<file path="src/hdl/lwts_pkg.sv">
// ----------------------------------------------------------------------------
// lwts_pkg
// Shared types and constants for the waiting time sampler.
// ----------------------------------------------------------------------------
package lwts_pkg;

  localparam int MAX_ITER_DEF  = 64;
  localparam int FRAC_BITS_DEF = 16;
  localparam int CFG_IDX_W     = 8;

  localparam logic [24:0] LN2_Q24 = 25'd11629080;
  localparam logic [63:0] QL_CAP  = 64'h0010_0000_0000_0000;
  localparam logic [63:0] T_CAP   = 64'h4000_0000_0000_0000;
  localparam logic signed [63:0] Y_CAP = 64'sh0080_0000_0000_0000;

  typedef enum logic [CFG_IDX_W-1:0] {
    REG_BASE_RATE  = 8'd0,
    REG_COUNT_GAIN = 8'd1,
    REG_EXTRA_RATE = 8'd2,
    REG_TOLERANCE  = 8'd3
  } reg_idx_t;

  typedef struct packed {
    logic [31:0] uniform_sample;
    logic [31:0] elapsed_time;
    logic [15:0] current_count;
    logic [15:0] population;
  } in_beat_t;

  typedef struct packed {
    logic signed [31:0] waiting_time;
    logic               converged;
  } out_beat_t;

endpackage

</file>
<file path="src/hdl/lwts_muldiv.sv">
// ----------------------------------------------------------------------------
// lwts_muldiv
// Sequential floor(a*b/d) saturated at cap: four 32x32 partial products,
// then a restoring division one quotient bit per cycle.
// ----------------------------------------------------------------------------
module lwts_muldiv import lwts_pkg::*; (
  input  logic        clk,
  input  logic        rst,
  input  logic        start,
  input  logic [63:0] a,
  input  logic [63:0] b,
  input  logic [63:0] d,
  input  logic [63:0] cap,
  output logic        done,
  output logic [63:0] result
);

  typedef enum logic [2:0] {
    M_IDLE = 3'b001,
    M_MUL  = 3'b010,
    M_DIV  = 3'b100
  } md_state_t;

  md_state_t    state;
  logic [63:0]  a_r, b_r, d_r, cap_r;
  logic [127:0] acc;
  logic [63:0]  rem;
  logic [63:0]  lo;
  logic [6:0]   cnt;
  logic [31:0]  a_part, b_part;
  logic [63:0]  pp;
  logic [6:0]   sh;
  logic [64:0]  rem2;
  logic [63:0]  quo_fin;

  assign a_part  = cnt[0] ? a_r[63:32] : a_r[31:0];
  assign b_part  = cnt[1] ? b_r[63:32] : b_r[31:0];
  assign pp      = a_part * b_part;
  assign sh      = 7'(({1'b0, cnt[0]} + {1'b0, cnt[1]}) * 32);
  assign rem2    = {rem, lo[63]};
  assign quo_fin = (rem2 >= {1'b0, d_r}) ? {lo[62:0], 1'b1} : {lo[62:0], 1'b0};

  always_ff @(posedge clk) begin
    if (rst) begin
      state <= M_IDLE;
      done  <= 1'b0;
    end else begin
      done <= 1'b0;
      unique case (state)
        M_IDLE: begin
          if (start) begin
            a_r   <= a;
            b_r   <= b;
            d_r   <= d;
            cap_r <= cap;
            acc   <= '0;
            cnt   <= '0;
            state <= M_MUL;
          end
        end
        M_MUL: begin
          if (cnt == 7'd3) begin
            if ((acc + ({64'b0, pp} << sh)) >> 64 >= {64'b0, d_r}) begin
              result <= cap_r;
              done   <= 1'b1;
              state  <= M_IDLE;
            end else begin
              rem   <= acc[127:64] + 64'((({64'b0, pp} << sh)) >> 64) +
                       64'(({1'b0, acc[63:0]} + {1'b0, 64'((({64'b0, pp} << sh)))}) >> 64);
              lo    <= acc[63:0] + 64'(({64'b0, pp} << sh));
              cnt   <= '0;
              state <= M_DIV;
            end
          end else begin
            acc <= acc + ({64'b0, pp} << sh);
            cnt <= cnt + 7'd1;
          end
        end
        M_DIV: begin
          if (rem2 >= {1'b0, d_r}) begin
            rem <= 64'(rem2 - {1'b0, d_r});
            lo  <= {lo[62:0], 1'b1};
          end else begin
            rem <= rem2[63:0];
            lo  <= {lo[62:0], 1'b0};
          end
          if (cnt == 7'd63) begin
            result <= (quo_fin > cap_r) ? cap_r : quo_fin;
            done   <= 1'b1;
            state  <= M_IDLE;
          end
          cnt <= cnt + 7'd1;
        end
        default: state <= M_IDLE;
      endcase
    end
  end

endmodule

</file>
<file path="config.mk">
export PLATFORM = sky130hd
export DESIGN_NAME = lwts_muldiv
export DESIGN_NICKNAME = d
export VERILOG_FILES = /design/src/hdl/lwts_pkg.sv /design/src/hdl/lwts_muldiv.sv
export SDC_FILE = /design/constraint.sdc
export NUM_CORES = 2
export LEC_CHECK = 0
export BUFFER_PORTS_ARGS = -buffer_cell sky130_fd_sc_hd__buf_2
export CORE_MARGIN = 2
export CORE_UTILIZATION = 30
export CTS_CLUSTER_SIZE = 14
export DETAILED_ROUTE_END_ITERATION = 16
export GPL_ROUTABILITY_DRIVEN = 0
export HOLD_SLACK_MARGIN = 0.1
export PLACE_DENSITY = 0.55
export SLEW_MARGIN = 20
export SYNTH_ARGS = -nofsm -noshare
export SYNTH_HDL_FRONTEND = slang
export SYNTH_SLANG_ARGS = --single-unit
</file>
<file path="constraint.sdc">
create_clock -name clk -period 33.6 [get_ports clk]
set_input_delay 6.72 -clock clk [delete_from_list [all_inputs] [get_ports clk]]
set_output_delay 6.72 -clock clk [all_outputs]
set_load 0.05 [all_outputs]
</file>
## Yosys cells after proc, flatten, opt, wreduce, memory -nomap -nowiden

Index checks and enable logic that the tools add are counted.
W data, S select, Z words.

- Bitwise logic cells: 1
- Shifts and indexed selects: 1
- Divide/modulo/power cells: 0
- Add/subtract/negate cells: 8
- Reduce and logical (&&, ||, !) cells: 9
- Magnitude comparators: 3
- Equal/unequal tests: 12
- Muxes and demuxes: 31
- $mul: 1

Operators with widths:

| operator | count |
|---|---|
| $mux W64 | 9 |
| $pmux W64 S2 | 3 |
| $mux W128 | 2 |
| $pmux W128 S2 | 1 |
| $add A128 B128 Y128 | 1 |
| $add A64 B64 Y64 | 2 |
| $shl A64 B7 Y128 | 1 |
| $add A64 B64 Y65 | 1 |
| $ge A65 B64 Y1 | 1 |
| $add A64 B1 Y64 | 1 |
| $ge A64 B64 Y1 | 1 |
| $gt A64 B64 Y1 | 1 |
| $mul A32 B32 Y64 | 1 |
| $mux W32 | 2 |
| $sub A64 B64 Y64 | 1 |
| $mux W7 | 3 |
| $pmux W7 S3 | 1 |
| $mux W3 | 4 |
| $ne A2 B2 Y1 const B | 6 |
| $reduce_and A4 Y1 | 3 |
| $pmux W3 S3 | 1 |
| $add A7 B1 Y7 const B | 1 |
| $eq A7 B2 Y1 const B | 1 |
| $eq A7 B6 Y1 const B | 1 |
| 12 further kinds | 17 |

- Memories kept: 0
- Word-level logic and storage cells: 77
- Bits of input ports: 259
- Output and inout bits: 65
- Memory bits (read-only): 0
- Memory bits (writable): 0
- Latch bits: 0
- Flip-flop bits (word level): 587

## Logic depth before layout (Yosys ltp)

- Depth in word-level cells: 8
- Mapped depth: 58
- Gate-level depth less buffers: 54

## Worst setup path after synthesis

No wires, ideal clock.

- Path type: input to register
- Start: in rst
- End: reg a_r[0], enable pin
- Arrival: 25.437 ns
- Path buffers: 1
- Setup slack: 6.924 ns
- Required time: 32.361 ns
- Library setup time: 1.239 ns
- Stages on the path: 2
- Cells stage by stage: clkbuf_1 nor3b_1

- Word-level cells in the longest chain between the ends: 2

Ends and longest elaborated chain:

| element | line | source |
|---|---|---|
| from (decl) | lwts_muldiv.sv:8 | `input logic rst,` |
| $not A1 Y1 (no line) | -- |  |
| $reduce_and A3 Y1 (no line) | -- |  |
| to (signal assigned) | lwts_muldiv.sv:52 | `a_r <= a;` |
| to (decl) | lwts_muldiv.sv:25 | `logic [63:0] a_r, b_r, d_r, cap_r;` |

No other way between the ends.
A chain may end at the register's enable or synchronous reset.

## Final worst setup path

- Start: reg cnt[1]
- End: reg rem[0], enable pin

- Word-level cells in the longest chain between the ends: 7
- Elaborated cells between the ends (all ways): 10
- Those cells by class: 2 x add/sub; 1 x mul; 1 x order compare; 3 x eq/ne; 1 x shift; 1 x mux; 1 x reduce/logical

Ends and longest elaborated chain:

| element | line | source |
|---|---|---|
| from (decl) | lwts_muldiv.sv:29 | `logic [6:0] cnt;` |
| from (signal assigned) | lwts_muldiv.sv:76 | `cnt <= cnt + 7'd1;` |
| from (signal assigned) | lwts_muldiv.sv:92 | `cnt <= cnt + 7'd1;` |
| $mux W32 | lwts_muldiv.sv:37 | `assign b_part = cnt[1] ? b_r[63:32] : b_r[31:0];` |
| $mul A32 B32 Y64 | lwts_muldiv.sv:38 | `assign pp = a_part * b_part;` |
| $shl A64 B7 Y128 | lwts_muldiv.sv:63 | `if ((acc + ({64'b0, pp} << sh)) >> 64 >= {64'b0, d_r}) begin` |
| $add A128 B128 Y128 | lwts_muldiv.sv:63 |  |
| $ge A64 B64 Y1 | lwts_muldiv.sv:63 |  |
| $ne A2 B2 Y1 (no line) | -- |  |
| $reduce_and A4 Y1 (no line) * | -- |  |
| to (signal assigned) | lwts_muldiv.sv:68 | `rem <= acc[127:64] + 64'((({64'b0, pp} << sh)) >> 64) +` |
| to (signal assigned) | lwts_muldiv.sv:81 | `rem <= 64'(rem2 - {1'b0, d_r});` |
| to (signal assigned) | lwts_muldiv.sv:84 | `rem <= rem2[63:0];` |
| to (decl) | lwts_muldiv.sv:27 | `logic [63:0] rem;` |

Mark *: on every way between the ends. The rest lies on a longest branch, timed or not.

==> flow_summary.yaml <==
die:
  dieArea_um2: 250400
  io_pins: 324
  start_util_pct: 30.12
  rows: 182
  dieWidth_um: 500.4
  fp.coreArea_um2: 245500
  die_h_um: 500.4
synthesis:
  synth.distinct_cells: 93
  yosysSeqAreaShare_pct: 23.79
  synth_warnings: 0
  yosys-top-cells-area: "fa_1 24%, edfxtp_1 24%, ha_1 9.9%"
  yosys.area.top_type: "fa_1"
  synth-edff-count: 583
  ys_ff_latch: 587
  synthCells: 8122
  synth_top_area_share_pct: 24.37
  synth_area_per_cell_um2: 9.102
  synthFlopType: "edfxtp_1"
  syn-cell-area_um2: 73930
  synth_fp_nets: 9864
  async_flop_share_pct: 0
cells_and_area:
  drive_gt1_share_pct: 9.326
  final_common_cell: "inv_1"
  final.fill_count: 25440
  area_growth_pct: 10.33
  final_cell_mix: "1,192 x inv_1, 977 x nand2_1, 900 x fa_1"
  fin_util_pct: 33.23
  nets: 9951
  fin_area_um2: 81560
global_route:
  grt_usage_pct: 21.43
  grt_max_degree: 109
  grt_pass1_wl_mm: 405.1
  grt_pass1_vias: 62600
  overflow: 0
  antenna_found_initial: 23
placement:
  place_area_um2: 78950
  hpwl_mm: 218.0
  portBuffers: 323
clocking:
  clock_path_buffers: 3
  htreeDepth: 3
  numCtsBuffers: 75
  cts_hold_buf: 0
  cts_tree: "done"
  clk_latency_ns: 0.76
  cts_resized: 0
  clk_pin_slew_worst_paths_ns: 0.07
  cts_root_buffer: "clkbuf_16"
  cts_setup_buffers: 0
  cts_sinks: 587
worst_setup_path:
  cp-start-kind: "flip-flop"
  cp_slowest_stage_delay_ns: 1.02
  worstSetupPathType: "flip-flop to flip-flop"
  end_kind: "flip-flop"
  crit_fanout: 65
  cp_slowest_cell: "mux2i_2"
  crit_arrival_ns: 18.65
  critPathRequiredTime_ns: 33.94
route:
  drt-initial-drc-count: 6432
  drcViolationCount: 0
  drt_wl_total_mm: 270.8
  viasPerCell: 5.337
  ant_nets: 0
  wire_per_inst_um: 23.57
  first_pass_iters: 6
  vias: 61340
sta:
  slew_violations: 0
  hold_viol: 0
  tns_ns: 0
  max_freq_ghz: 0.05460
  rsz0062_at_grt: "false"
  hold_ws_ns: 0.5760
  setup_viol: 0
  finalCritPeriodShare_pct: 54.51
  worstMarginPinSlew_ns: 1.228
  finalCriticalPeriod_ns: 18.32
  slew_headroom_pct: 16.84
  finClkSkew_ns: 0.07313
min_path:
  hold_class: "flip-flop to flip-flop"
job:
  drv_cap: 0
outcome:
  status: "finished clean"
## stage by stage
stage / std cells / setup WS (ns)
2_1_floorplan: 8122 / 6.924
3_5_place_dp: 11350 / 15.52
3_3_place_gp: 11350 / 15.67
6_report: 11490 / 15.28
4_1_cts: 11490 / 15.49
5_1_grt: 11490 / 14.65
## critical path, delay by kind of cell, from the launching register on
family / cells / cell delay (ns)
AOI/OAI and AO/OA: 22 / 5.50
and+or+nand+nor: 7 / 1.76
DFF: 1 / 0.35
buffers and inverters: 8 / 2.86
xor gates and xnor gates: 1 / 0.41
adders and majority gates: 11 / 5.54
muxes: 2 / 1.26
## cell usage after synthesis, types with 19 or more instances
cell	n
inv_1	1193
nand2_1	978
fa_1	900
nor2_1	864
edfxtp_1	583
ha_1	583
a21oi_1	451
clkbuf_1	371
o21ai_0	325
a21o_1	216
xnor2_1	165
mux2_2	141
nand4_1	130
xor2_1	117
mux2i_1	98
and2_1	97
o21bai_1	86
nand3_1	76
nor3_1	76
a31oi_1	71
o21a_1	48
nor2b_1	39
nand2b_1	36
o211ai_1	33
or3_1	33
and3_1	32
a211oi_1	24
o22ai_1	24
or2_2	24
nor4_1	23
o31ai_1	21
buf_1	19
## final cells by class
class                      instances  area, um2  share of cell area, %
sequential                       587      17590                  21.56
timing repair buffer             419       2337                  2.866
clock buffer                      86       1939                  2.378
antenna                            5      12.51                0.01534
inverter                        1193       4478                  5.490
clock inverter                    49      641.9                 0.7870
multi-input combinational       5933      50540                  61.96
tap                             3220       4029                  4.940
## kinds of logic (layout without fill, tap and decap cells)
family | count (synthesis) | after routing | share of synthesized area (%)
AO/OA/AOI/OAI | 1472 | 1472 | 12.52
XOR/XNOR | 283 | 283 | 3.363
adder cells (fa/ha/maj) | 1483 | 1483 | 34.24
buffers and inverters | 1602 | 1747 | 8.187
flip-flops | 587 | 587 | 23.79
multiplexers | 239 | 239 | 3.475
other | 0 | 5 | 0
AND/OR/NAND/NOR | 2456 | 2456 | 14.43
## state kept, by name (all words and copies together) (netlist names)
name    flops
rem        64
d_r        64
a_r        64
cnt         7
result     64
state       3
lo         64
b_r        64
acc       128
cap_r      64
done        1
## worst paths after layout
check,depth (start not counted),slack (ns),from,endpoint
hold reg to reg,1,0.58,cap_r[23],result[23]
hold / removal,1,0.58,cap_r[23],result[23]
setup reg to reg,51,15.28,cnt[1],rem[0]
setup / recovery,51,15.28,cnt[1],rem[0]
## per-layer routing
metal	GRT usage [%]	wire length (um)	vias up
met5	0	183	-
met2	33.64	121300	3106
met4	9.195	13980	28
met1	28.09	109200	30490
met3	5.094	26100	646
li1	-	-	27070
Power is not shown: default switching activity piles up to over one toggle a cycle in this logic, so the estimate is an artifact.
