`config.mk`:
```
export PLATFORM = sky130hd
export DESIGN_NAME = lwts_ln
export DESIGN_NICKNAME = d
export VERILOG_FILES = /design/src/hdl/lwts_pkg.sv /design/src/hdl/lwts_ln.sv
export SDC_FILE = /design/constraint.sdc
export NUM_CORES = 2
export LEC_CHECK = 0
export BUFFER_PORTS_ARGS = -buffer_cell sky130_fd_sc_hd__buf_4
export CAP_MARGIN = 10
export CORE_MARGIN = 2
export CORE_UTILIZATION = 40
export DETAILED_ROUTE_END_ITERATION = 10
export GPL_TIMING_DRIVEN = 0
export HOLD_SLACK_MARGIN = 0.1
export PLACE_DENSITY = 0.54
export SYNTH_ARGS = -nofsm -noshare
export SYNTH_HDL_FRONTEND = slang
export SYNTH_SLANG_ARGS = --single-unit
```
`constraint.sdc`:
```
create_clock -name clk -period 9.78 [get_ports clk]
set_input_delay 1.956 -clock clk [delete_from_list [all_inputs] [get_ports clk]]
set_output_delay 1.956 -clock clk [all_outputs]
set_load 0.02 [all_outputs]
```
`src/hdl/lwts_pkg.sv`:
```
// ----------------------------------------------------------------------------
// lwts_pkg
// Shared types and constants for the waiting time sampler.
// ----------------------------------------------------------------------------
package lwts_pkg;

  localparam int MAX_ITER_DEF  = 64;
  localparam int FRAC_BITS_DEF = 16;
  localparam int CFG_IDX_W     = 8;

  localparam logic [24:0] LN2_Q24 = 25'd11629080;
  localparam logic [63:0] QL_CAP  = 64'h0010_0000_0000_0000;
  localparam logic [63:0] T_CAP   = 64'h4000_0000_0000_0000;
  localparam logic signed [63:0] Y_CAP = 64'sh0080_0000_0000_0000;

  typedef enum logic [CFG_IDX_W-1:0] {
    REG_BASE_RATE  = 8'd0,
    REG_COUNT_GAIN = 8'd1,
    REG_EXTRA_RATE = 8'd2,
    REG_TOLERANCE  = 8'd3
  } reg_idx_t;

  typedef struct packed {
    logic [31:0] uniform_sample;
    logic [31:0] elapsed_time;
    logic [15:0] current_count;
    logic [15:0] population;
  } in_beat_t;

  typedef struct packed {
    logic signed [31:0] waiting_time;
    logic               converged;
  } out_beat_t;

endpackage

```
`src/hdl/lwts_ln.sv`:
```
// ----------------------------------------------------------------------------
// lwts_ln
// Sequential natural log of x / 2^scale: leading-one search, 24 mantissa
// squarings for the log2 fraction, one multiply by ln 2.
// ----------------------------------------------------------------------------
module lwts_ln import lwts_pkg::*; #(
  parameter int FRAC_BITS = FRAC_BITS_DEF
) (
  input  logic               clk,
  input  logic               rst,
  input  logic               start,
  input  logic [63:0]        x,
  input  logic [5:0]         scale,
  output logic               done,
  output logic signed [63:0] result
);

  typedef enum logic [3:0] {
    L_IDLE = 4'b0001,
    L_NORM = 4'b0010,
    L_SQR  = 4'b0100,
    L_MUL  = 4'b1000
  } ln_state_t;

  ln_state_t          state;
  logic [63:0]        norm;
  logic [6:0]         lz;
  logic [4:0]         k;
  logic [5:0]         scale_r;
  logic [30:0]        m;
  logic [23:0]        frac;
  logic [6:0]         s;
  logic [63:0]        top_mask;
  logic [61:0]        sq;
  logic [31:0]        sq_t;
  logic [7:0]         ps;
  logic signed [31:0] l2;
  logic signed [57:0] lp;

  assign s        = 7'd32 >> k[2:0];
  assign top_mask = ~(64'hFFFF_FFFF_FFFF_FFFF >> s);
  assign sq       = m * m;
  assign sq_t     = sq[61:30];
  assign ps       = 8'(7'd63 - lz) - {2'b0, scale_r};
  assign l2       = $signed({ps, frac});
  assign lp       = l2 * $signed({1'b0, LN2_Q24});

  always_ff @(posedge clk) begin
    if (rst) begin
      state <= L_IDLE;
      done  <= 1'b0;
    end else begin
      done <= 1'b0;
      unique case (state)
        L_IDLE: begin
          if (start) begin
            norm    <= x;
            scale_r <= scale;
            lz      <= '0;
            k       <= '0;
            state   <= L_NORM;
          end
        end
        L_NORM: begin
          if ((norm & top_mask) == 64'd0) begin
            norm <= norm << s;
            lz   <= lz + s;
          end
          if (k == 5'd5) begin
            k     <= '0;
            state <= L_SQR;
          end else begin
            k <= k + 5'd1;
          end
        end
        L_SQR: begin
          if (k == 5'd0) begin
            m    <= norm[63:33];
            frac <= '0;
            k    <= 5'd1;
          end else begin
            if (sq_t[31]) begin
              m    <= sq_t[31:1];
              frac <= {frac[22:0], 1'b1};
            end else begin
              m    <= sq_t[30:0];
              frac <= {frac[22:0], 1'b0};
            end
            if (k == 5'd24) begin
              state <= L_MUL;
            end
            k <= k + 5'd1;
          end
        end
        L_MUL: begin
          result <= 64'(lp >>> (48 - FRAC_BITS));
          done   <= 1'b1;
          state  <= L_IDLE;
        end
        default: state <= L_IDLE;
      endcase
    end
  end

endmodule

```
# Word level (Yosys, flattened, before mapping)
# Cells that the tools add are included.
# Widths: inputs -> output; s select.
[totals]
register_bits = 167
latchBits = 0
mem_bits_rw = 0
rom_bits = 0
inputBits = 73
word_cells = 61
n_memories = 0
[op_classes]
n_addsub = 4
mul = 2
n_div = 0
order_cmp = 0
n_eq_ne = 11
shifts = 3
mux = 19
bitwise = 3
n_reduce_logical = 10
[ops]
columns = ["op", "n"]
rows = [
  ["$mux 64", 2],
  ["$pmux 64 s2", 1],
  ["$and 64x64->64", 1],
  ["$logic_not 64->1", 1],
  ["$not 64->64", 1],
  ["$shl 64x7->64", 1],
  ["$shr 64x7->64 const A", 1],
  ["$mul 31x31->62", 1],
  ["$mux 31", 2],
  ["$mul 32x22->54 const B", 1],
  ["$mux 4", 4],
  ["$mux 5", 3],
  ["$pmux 5 s3", 1],
  ["$mux 7", 2],
  ["$pmux 7 s2", 1],
  ["$pmux 4 s3", 1],
  ["$ne 2x2->1 const B", 5],
  ["$reduce_and 4->1", 2],
  ["$sub 6x7->8 const A", 1],
  ["$sub 8x6->8", 1],
  ["$add 7x7->7", 1],
  ["$shr 6x3->7 const A", 1],
  ["$reduce_and 3->1", 2],
  ["$add 5x1->5 const B", 1],
  ["other kinds (12)", 14],
]

# Depth between registers and ports, before layout
[depth]
word_depth = 7
depth_mapped = 37

# Worst setup path after synthesis
# Ideal clock, no wire load.
[synth_timing]
path_type = "register -> register"
from = "reg lz[1]"
to = "reg result[23] (data pin)"
setup_time_ns = 0.258
arrival_ns = 8.012
required_time_ns = 9.522
setup_slack_ns = 1.511
stages_incl_launch_ff = 36
path_buffers = 1
period_less_slack_ns = 8.269
path_cell_list = "edfxtp_1 inv_1 ha_1 ha_1 inv_1 fa_1 inv_1 a21oi_1 o21bai_1 a21o_1 nand2_1 nand2b_1 clkbuf_1 inv_1 ha_1 xnor2_1 xnor2_1 fa_1 fa_1 fa_1 inv_1 fa_1 inv_1 fa_1 inv_1 ha_1 nand2_1 nand2b_1 a21o_1 a21o_1 a21oi_1 o21ai_0 a21o_1 a211o_1 a21oi_1 xnor2_1"
[synth_between]
elab_chain_len = 3
[synth_rtl]
columns = ["element", "line", "rtl"]
rows = [
  ["start: declaration", "lwts_ln.sv:27", "logic [6:0] lz;"],
  ["start signal: assignment", "lwts_ln.sv:67", "lz <= lz + s;"],
  ["$sub 6x7->8", "lwts_ln.sv:44", "assign ps = 8'(7'd63 - lz) - {2'b0, scale_r};"],
  ["$sub 8x6->8", "lwts_ln.sv:44", ""],
  ["$mul 32x22->54", "lwts_ln.sv:46", "assign lp = l2 * $signed({1'b0, LN2_Q24});"],
  ["named net lp[55]", "lwts_ln.sv:38", "logic signed [57:0] lp;"],
  ["end signal: assignment", "lwts_ln.sv:96", "result <= 64'(lp >>> (48 - FRAC_BITS));"],
  ["end: declaration", "lwts_ln.sv:15", "output logic signed [63:0] result"],
]
# The timed path passes the listed nets, and every way through them passes these cells.
# A chain may end at the register's enable or synchronous reset.

# Worst setup path after layout
[layout_timing]
from = "reg m[7]"
to = "reg m[27] (data pin)"
[layout_between]
elab_chain_len = 3
[layout_rtl]
columns = ["element", "line", "rtl"]
rows = [
  ["start: declaration", "lwts_ln.sv:30", "logic [30:0] m;"],
  ["start signal: assignment", "lwts_ln.sv:78", "m <= norm[63:33];"],
  ["start signal: assignment", "lwts_ln.sv:83", "m <= sq_t[31:1];"],
  ["start signal: assignment", "lwts_ln.sv:86", "m <= sq_t[30:0];"],
  ["$mul 31x31->62", "lwts_ln.sv:42", "assign sq = m * m;"],
  ["$mux 31", "lwts_ln.sv:82", "if (sq_t[31]) begin"],
  ["$mux 31", "lwts_ln.sv:77", "if (k == 5'd0) begin"],
]
# No other way between the ends.

==> flow_summary.yaml <==
sta:
  drv_slew: 0
  setup_viol: 0
  max_freq_mhz: 105.3
  hold_viol: 0
  slew_headroom_pct: 18.17
  fin_worst_skew_ns: 0.01681
  fin_crit_ns: 9.496
  finalCritPeriodShare_pct: 97.09
  worstMarginPinSlew_ns: 1.219
route:
  vias: 35970
  wl_per_cell_um: 23.75
  via_per_inst: 5.193
  drtIter0Drc: 2377
  drc_errors: 0
  antenna_left: 0
  drt_pass1_iterations: 5
  routed_wl_um: 164500
synthesis:
  muxShareOfSynthArea_pct: 4.373
  synth_compound_gate_area_share_pct: 7.144
  synth_fa_ha_area_share_pct: 54.47
  synth_top_family_by_area: "adder cells"
  synth-edff-count: 162
  synthCells: 5114
  synth_area_um2: 48810
  synth_xor_xnor_area_share_pct: 1.561
  ys_seq_elements: 167
  ys_types: 81
  synth_fp_nets: 6707
  synth_simple_gate_area_share_pct: 9.530
  yosysSeqAreaShare_pct: 10.17
  async_reset_ff_share_pct: 0
  syn_avg_cell_area_um2: 9.545
  ys.warnings.count: 0
  synthFlopType: "edfxtp_1"
die:
  start_util_pct: 40.21
  die_h_um: 353.3
  fp-row-count: 128
  dieArea_um2: 124800
  die_w_um: 353.3
  io_pins: 138
  core_um2: 121400
place:
  dp_hpwl_um: 140500
  gp_congestion: 0.9968
  place_area_um2: 52030
  numPortBuffers: 136
finish:
  fin_nets: 6879
  drive_gt1_share_pct: 6.473
  final_cell_area_um2: 52950
  final_util_pct: 43.62
  multiInputGateArea_um2: 37680
  register_area_um2: 4965
  fillers: 12210
  area_growth_pct: 8.479
critical_path:
  max_stage_delay_ns: 0.60
  worstPathArrival_ns: 9.82
  required_ns: 10.10
  crit_slowest_cell: "fa_1"
  crit_type: "reg2reg"
  cp-start-kind: "register"
  critical_path_buf_inv_count: 10
  worst_path_dominant_cell_family: "adder cells"
  worstRegToRegCells: 31
  cp-startpoint: "m[7]"
  cp_common_cell: "fa_1"
  r2r_end: "m[27]"
  cp_max_fo: 10
  r2r_slack_ns: 0.28
  r2r-start: "m[7]"
  worstSetupEndpointType: "register"
global_route:
  grt_max_degree: 41
  first_global_vias: 39190
  antenna_found_initial: 3
  grt_usage_pct: 27.26
  grt_first_pass_wirelength_um: 251500
  grt_overflow: 0
hold_path:
  hp-start: "state[3]"
  hold_class: "reg2reg"
  hold_depth: 2
  holdPathEnd: "done"
cts:
  cts_max_level: 4
  clock_latency_ns: 0.51
  cts_sinks: 167
  cts_buffers: 17
  clkTransAtPathRegs_ns: 0.08
  cts-root-buf: "clkbuf_16"
  clock_path_buffers: 2
  tritoncts: "built"
flow_run:
  maxCapViolations: 0
status:
  outcome: "completed"
worst reg2reg max path: cells and delay by family (launching register included):
family | cells | cell delay [ns]
AO/OA/AOI/OAI | 8 | 1.93
flip-flops | 1 | 0.53
AND/OR/NAND/NOR | 4 | 0.63
buffers and inverters | 10 | 1.79
adder cells (fa/ha/maj) | 9 | 4.44
per-stage QoR:
step	setup TNS, ns	std cells	hold slack, ns	worst slack, ns
floorplan	0	5114	0.4756	1.511
global placement	-39.20	6875	0.5036	-1.162
detailed placement	-15.71	6884	0.5453	-0.8520
CTS	0	6912	0.5544	0.02324
global route	-0.01543	6924	0.5885	-0.01543
finish	0	6926	0.5586	0.2844
logic make-up (layout without fill, tap and decap cells):
kind of cell / after synthesis / after routing
buffers and inverters: 1611 / 1796
adders and majority gates: 1521 / 1521
and+or+nand+nor: 987 / 987
AOI/OAI and AO/OA: 532 / 532
muxes: 209 / 209
DFF: 167 / 167
xor gates and xnor gates: 87 / 87
other: 0 / 2
state kept, by name, summed over array words and instances (netlist names):
register / cells
m: 31
done: 1
scale_r: 6
k: 5
result: 25
frac: 24
lz: 7
state: 4
norm: 64
repair_timing:
| action | CTS | global route |
|---|---|---|
| hold buffers | 0 | 0 |
| endpoints found under the setup margin | 32 | 32 |
| setup buffers | 0 | 13 |
| gates resized for setup | 34 | 72 |
cell usage after synthesis, types with 8 or more instances:
cell type | instances | area share [%]
nor2_1 | 176 | 1.4
o21a_1 | 11 | 0.17
xor2_1 | 39 | 0.70
o21bai_1 | 9 | 0.14
o21ai_0 | 110 | 1.1
a221oi_1 | 11 | 0.20
nand2b_1 | 14 | 0.18
o22ai_1 | 11 | 0.14
a22oi_1 | 26 | 0.40
edfxtp_1 | 162 | 10
ha_1 | 513 | 13
buf_2 | 8 | 0.082
nor2b_1 | 23 | 0.29
fa_1 | 1007 | 41
xnor2_1 | 48 | 0.86
a221o_1 | 8 | 0.16
a22o_1 | 20 | 0.36
and2_1 | 195 | 2.5
a21o_1 | 63 | 0.97
nor3_1 | 30 | 0.31
nand3_1 | 40 | 0.41
and3_1 | 15 | 0.19
and4_1 | 8 | 0.14
clkbuf_1 | 157 | 1.2
a31oi_1 | 27 | 0.35
a211oi_1 | 18 | 0.28
inv_1 | 1383 | 11
a21oi_1 | 140 | 1.4
o211ai_1 | 8 | 0.12
buf_4 | 41 | 0.63
buf_1 | 15 | 0.12
nand2_1 | 422 | 3.2
nand4_1 | 23 | 0.29
mux2i_1 | 202 | 4.1
placed cells by master (no fill, tap or decap), types with 26 or more instances in the layout:
cell type	n
and2_1	195
o21ai_0	109
inv_1	1382
edfxtp_1	162
nand3_1	40
a21oi_1	139
nor2_1	175
fa_1	1007
buf_4	192
a22oi_1	26
ha_1	512
xnor2_1	48
clkbuf_2	45
mux2i_1	202
clkbuf_1	98
a31oi_1	27
nor3_1	27
nand2_1	422
a21o_1	63
xor2_1	39
metal layers:
layer / track usage [%] / share of wire [%] / vias to the layer above
met5: 0 / 0.0091 / -
li1: - / - / 16040
met4: 11.92 / 5.0 / 2
met3: 4.651 / 6.7 / 339
met1: 35.99 / 42 / 18310
met2: 44.10 / 47 / 1287
final cells by class:
class,count,share of cell area [%]
Buffer,217,2.030
Sequential cell,167,9.376
Tap cell,1625,3.840
Timing Repair Buffer,159,2.408
Clock buffer,17,0.8034
Inverter,1388,9.839
Multi-Input combinational cell,3336,71.15
Clock inverter,15,0.5411
Antenna cell,2,0.009451
worst max-delay path by stage:
| stage | endpoint | depth (start not counted) |
|---|---|---|
| final | m[27] | 31 |
| after global routing | m[27] | 27 |
| after CTS | m[25] | 26 |
| after detailed placement | m[27] | 26 |
| after global placement | m[27] | 25 |
| after floorplan | result[23] | 35 |
Power is left out: the tool's default activity adds up to more than one toggle a clock period on the data nets, which glitch-free logic cannot reach.
